<file path="config.mk">
export PLATFORM = sky130hd
export DESIGN_NAME = mtkc_front_flat
export DESIGN_NICKNAME = d
export VERILOG_FILES = /design/src/rtl/mtkc_pkg.sv /design/src/rtl/mtkc_in_if.sv /design/src/rtl/mtkc_front.sv /design/src/flat_wrapper.sv
export SDC_FILE = /design/constraint.sdc
export NUM_CORES = 1
export LEC_CHECK = 0
export ABC_AREA = 1
export BUFFER_PORTS_ARGS = -buffer_cell sky130_fd_sc_hd__buf_2
export CAP_MARGIN = 20
export CORE_MARGIN = 5
export CORE_UTILIZATION = 45
export CTS_CLUSTER_SIZE = 28
export DETAILED_ROUTE_END_ITERATION = 12
export HOLD_SLACK_MARGIN = 0.08
export PLACE_DENSITY = 0.71
export RECOVER_POWER = 25
export SLEW_MARGIN = 20
export SYNTH_ARGS = -nofsm -noshare
export SYNTH_HDL_FRONTEND = slang
export SYNTH_SLANG_ARGS = --single-unit
</file>
<file path="constraint.sdc">
create_clock -name clk_i -period 2.4 [get_ports clk_i]
set_input_delay 0.48 -clock clk_i [delete_from_list [all_inputs] [get_ports clk_i]]
set_output_delay 0.48 -clock clk_i [all_outputs]
set_load 0.005 [all_outputs]
</file>
<file path="src/rtl/mtkc_pkg.sv">
package mtkc_pkg;

  localparam int unsigned KeyWordsDef = 16;
  localparam int unsigned KeyWordsMax = 16;
  localparam int unsigned KeyPairs    = 8;
  localparam int unsigned TwN         = 624;
  localparam int unsigned TwM         = 397;
  localparam int unsigned IdxW        = 10;

  localparam logic [31:0] TwMatrix   = 32'h9908_b0df;
  localparam logic [31:0] SeedBase   = 32'd19650218;
  localparam logic [31:0] MulInit    = 32'd1812433253;
  localparam logic [31:0] MulMix     = 32'd1664525;
  localparam logic [31:0] MulFinal   = 32'd1566083941;
  localparam logic [31:0] SealWord   = 32'h8000_0000;

  localparam logic [IdxW-1:0] IdxLast  = IdxW'(TwN - 1);
  localparam logic [IdxW-1:0] IdxEmpty = IdxW'(TwN);
  localparam logic [IdxW-1:0] IdxWrap  = IdxW'(TwN - TwM);
  localparam logic [IdxW-1:0] IdxM     = IdxW'(TwM);

  localparam logic [2:0] BytesFull = 3'd4;
  localparam logic [2:0] BytesNone = 3'd0;

  localparam int unsigned CfgIdxW = 4;

  typedef struct packed {
    logic [31:0] data;
    logic [2:0]  cnt;
    logic        first;
  } item_t;

  typedef struct packed {
    logic  valid;
    item_t item;
  } q_head_t;

endpackage

</file>
<file path="src/rtl/mtkc_in_if.sv">
interface mtkc_in_if;
  logic        valid;
  logic        ready;
  logic [31:0] data_word;
  logic [2:0]  byte_count;
  logic        first;

  modport source (output valid, data_word, byte_count, first, input ready);
  modport sink   (input valid, data_word, byte_count, first, output ready);
endinterface

</file>
<file path="src/rtl/mtkc_front.sv">
module mtkc_front (
  input  logic                 clk_i,
  input  logic                 rst_ni,
  mtkc_in_if.sink              in_i,
  output mtkc_pkg::q_head_t    head_o,
  input  logic                 pop_i
);

  mtkc_pkg::item_t   q_mem_q [2];
  logic              wr_ptr_q, rd_ptr_q;
  logic [1:0]        fill_q;
  mtkc_pkg::item_t   cls;
  logic              acc, push, pop;

  // classify: saturate count; a word with no bytes and no reseed does nothing
  always_comb begin
    cls.data  = in_i.data_word;
    cls.cnt   = (in_i.byte_count > mtkc_pkg::BytesFull) ? mtkc_pkg::BytesFull
                                                        : in_i.byte_count;
    cls.first = in_i.first;
  end

  assign in_i.ready = (fill_q != 2'd2);
  assign acc   = in_i.valid && in_i.ready;
  assign push  = acc && (cls.first || (cls.cnt != mtkc_pkg::BytesNone));
  assign pop   = pop_i && (fill_q != 2'd0);

  assign head_o.valid = (fill_q != 2'd0);
  assign head_o.item  = q_mem_q[rd_ptr_q];

  always_ff @(posedge clk_i) begin
    if (push) q_mem_q[wr_ptr_q] <= cls;
  end

  always_ff @(posedge clk_i or negedge rst_ni) begin
    if (!rst_ni) begin
      wr_ptr_q <= 1'b0;
      rd_ptr_q <= 1'b0;
      fill_q   <= 2'd0;
    end else begin
      if (push) wr_ptr_q <= ~wr_ptr_q;
      if (pop)  rd_ptr_q <= ~rd_ptr_q;
      fill_q <= fill_q + {1'b0, push} - {1'b0, pop};
    end
  end

  a_fill_max: assert property (@(posedge clk_i) disable iff (!rst_ni)
    fill_q != 2'd3) else $error("queue overfilled");
  a_no_push_full: assert property (@(posedge clk_i) disable iff (!rst_ni)
    (fill_q == 2'd2) |-> !push) else $error("push into full queue");
  a_pop_nonempty: assert property (@(posedge clk_i) disable iff (!rst_ni)
    pop_i |-> head_o.valid) else $error("pop from empty queue");

endmodule

</file>
<file path="src/flat_wrapper.sv">
// flat-port wrapper written by rule: the top's interface ports become plain ports
module mtkc_front_flat 
  (clk_i, rst_ni, head_o, pop_i, in_i_valid, in_i_data_word, in_i_byte_count, in_i_first, in_i_ready);
  mtkc_in_if in_i_i ();
  input  logic clk_i;
  input  logic rst_ni;
  output mtkc_pkg::q_head_t head_o;
  input  logic pop_i;
  input wire logic [$bits(in_i_i.valid)-1:0] in_i_valid;
  input wire logic [$bits(in_i_i.data_word)-1:0] in_i_data_word;
  input wire logic [$bits(in_i_i.byte_count)-1:0] in_i_byte_count;
  input wire logic [$bits(in_i_i.first)-1:0] in_i_first;
  output wire logic [$bits(in_i_i.ready)-1:0] in_i_ready;
  assign in_i_i.valid = in_i_valid;
  assign in_i_i.data_word = in_i_data_word;
  assign in_i_i.byte_count = in_i_byte_count;
  assign in_i_i.first = in_i_first;
  assign in_i_ready = in_i_i.ready;
  mtkc_front u_core (.clk_i(clk_i), .rst_ni(rst_ni), .in_i(in_i_i), .head_o(head_o), .pop_i(pop_i));
endmodule
</file>
==> metrics.yaml <==
outcome: "complete, no violations"
drtIter0Drc: 79
rows: 29
finalHoldViolations: 0
path_max_fanout: 19
viasPerCell: 4.563
cap_violations: 0
grt_usage: 0.1367
drv_slew: 0
antenna_found_initial: 0
synth_top_area_cell: "edfxtp_1"
setup_viol: 0
diodes: 0
synth_top_area_frac: 0.7432
crit_type: "flop to output port"
start_util: 0.4608
worst_clock_skew_ps: 4.556
critPathLaunchType: "flop"
cp.required_ps: 1920
hold_class: "primary input to flop"
power_density_mw_per_mm2: 1111
cts_tree: "yes"
min_period_over_period: 0.7461
core_area_sq_mm: 0.006314
clk_path_buf_depth: 2
slew_headroom: 0.8163
synth_area_sq_mm: 0.002909
wl_per_cell_um: 13.24
critPathArrivalTime_ps: 1310
overflow: 0
power.leakage_uw: 0.001551
dieArea_sq_mm: 0.008172
syn_nets: 270
fin_area_sq_mm: 0.003512
worstMarginPinSlew_ps: 275.3
yosysWarnings: 0
wl_met3_um: 354
place_congestion: 0.6972
first_pass_iters: 4
htreeDepth: 3
dieWidth_um: 90.40
ant_nets: 0
synthToLayoutAreaGrowth_pct: 20.73
dp_hpwl_um: 3555
ys_top_cells_by_area: "edfxtp_1, nand2_1, dfrtp_1, inv_1, buf_6"
num_vias: 1798
vdd_drop_max_v: 0.0007810
fin_tns_setup_ps: 0
dpl_cell_area_sq_mm: 0.003372
die_y_um: 90.40
remaining_drc_errors: 0
fmax_mhz: 558.5
numCtsBuffers: 9
io_pins: 78
yosysUniqueCellTypes: 14
fin_crit_ps: 1791
syn_area_per_cell_sq_um: 12.76
routed.top_layer: "met4"
grt_pass1_vias: 1874
port_buffers: 77
clk_pin_slew_ps: 70
seq_area_frac_synth: 0.7776
root_buffer: "clkbuf_8"
clk_latency_ps: 330
totalWireLength_um: 5216
synth_seq_cells: 76
drive_gt1_frac: 0.2681
wl_met2_um: 2644
grt_pass1_wl_um: 8769
cts_sinks: 76
timing.hold.ws_ps: 338.0
grt_max_degree: 38
ctsResizeCount: 0
nNetsFinal: 357
worstSetupEndpointType: "output port"
netlist_instances: 228
wl_met1_um: 2098
rsz0062_at_grt: "no"
-- placed cells by master (no fill, tap or decap), types with 2 or more instances in the layout --
master,netlist,routed
clkbuf_1,1,11
clkbuf_8,0,9
edfxtp_1,72,72
ha_1,2,2
buf_2,0,66
buf_4,3,6
clkinv_1,0,3
dfrtp_1,4,4
nor2_1,6,5
nand2_1,118,118
inv_1,13,12
-- area by class of cell --
type | count | area [sq um]
clock buffers | 9 | 123.9
clock inverters | 4 | 20.02
fillers | 557 | 2801
inverters | 14 | 57.56
multi-input cells | 130 | 525.5
flip-flops and latches | 76 | 2262
well taps | 77 | 96.34
repair buffers | 84 | 426.7
-- logic make-up after synthesis --
kind of cell             share of synthesized area
AO/OA/AOI/OAI                             0.001719
buffers and inverters                      0.04430
flip-flops                                  0.7776
adder cells (fa/ha/maj)                   0.008601
AND/OR/NAND/NOR                             0.1617
XOR/XNOR                                  0.006023
-- registers in the layout, summed over array words and instances (netlist names) --
signal,cells
u_core.q_mem_q,72
u_core.fill_q,2
u_core.rd_ptr_q,1
u_core.wr_ptr_q,1
-- worst paths after layout --
path,from,endpoint,slack (ps),cells after the start
setup / recovery,u_core.rd_ptr_q,head_o[10],610,4
hold / removal,in_i_data_word[18],u_core.q_mem_q[0][22],340,1
setup reg to reg,u_core.fill_q[1],u_core.q_mem_q[1][18],930,4
hold reg to reg,u_core.wr_ptr_q,u_core.wr_ptr_q,490,2
max in group asynchronous,rst_ni,u_core.rd_ptr_q,1790,2
min in group asynchronous,rst_ni,u_core.fill_q[0],490,2
-- per-stage QoR --
step,std cells,power (uW),setup WS (ps),util
global route,394,4231,485.9,0.5563
detailed placement,380,3229,811.6,0.5341
finish,394,3903,609.4,0.5563
floorplan,228,2701,296.6,-
CTS,394,3979,561.8,0.5585
global placement,380,3189,836.9,0.5341
-- worst max-delay path: stages (launching register included) --
cell and delay [ps]:
dfrtp_1 440, buf_4 270, nand2_1 70, nand2_1 90, buf_2 110
-- repair_timing --
item                      in CTS  in global routing
setup buffers                  0                  0
hold buffers                   1                  0
hold endpoints to repair       4                  0
-- synth_stat cells --
cell,instances
inv_6,1
xor2_1,1
nor2_1,6
edfxtp_1,72
nand3_1,1
buf_4,3
xnor2_1,1
nand2_1,118
buf_6,4
a21oi_1,1
ha_1,2
clkbuf_1,1
inv_1,13
dfrtp_1,4
-- where the power goes --
group          switching (uW)  total [uW]  internal [uW]
Clock                     399         747            348
Combinational             796        1280            482
Sequential               81.6        1880           1800
-- layer usage --
metal / vias to the layer above / global-route usage
li1: 914 / -
met1: 818 / 0.1620
met2: 55 / 0.2213
met3: 11 / 0.04083
met4: 0 / 0.07692
met5: - / 0
(Power assumes the default switching activity.)
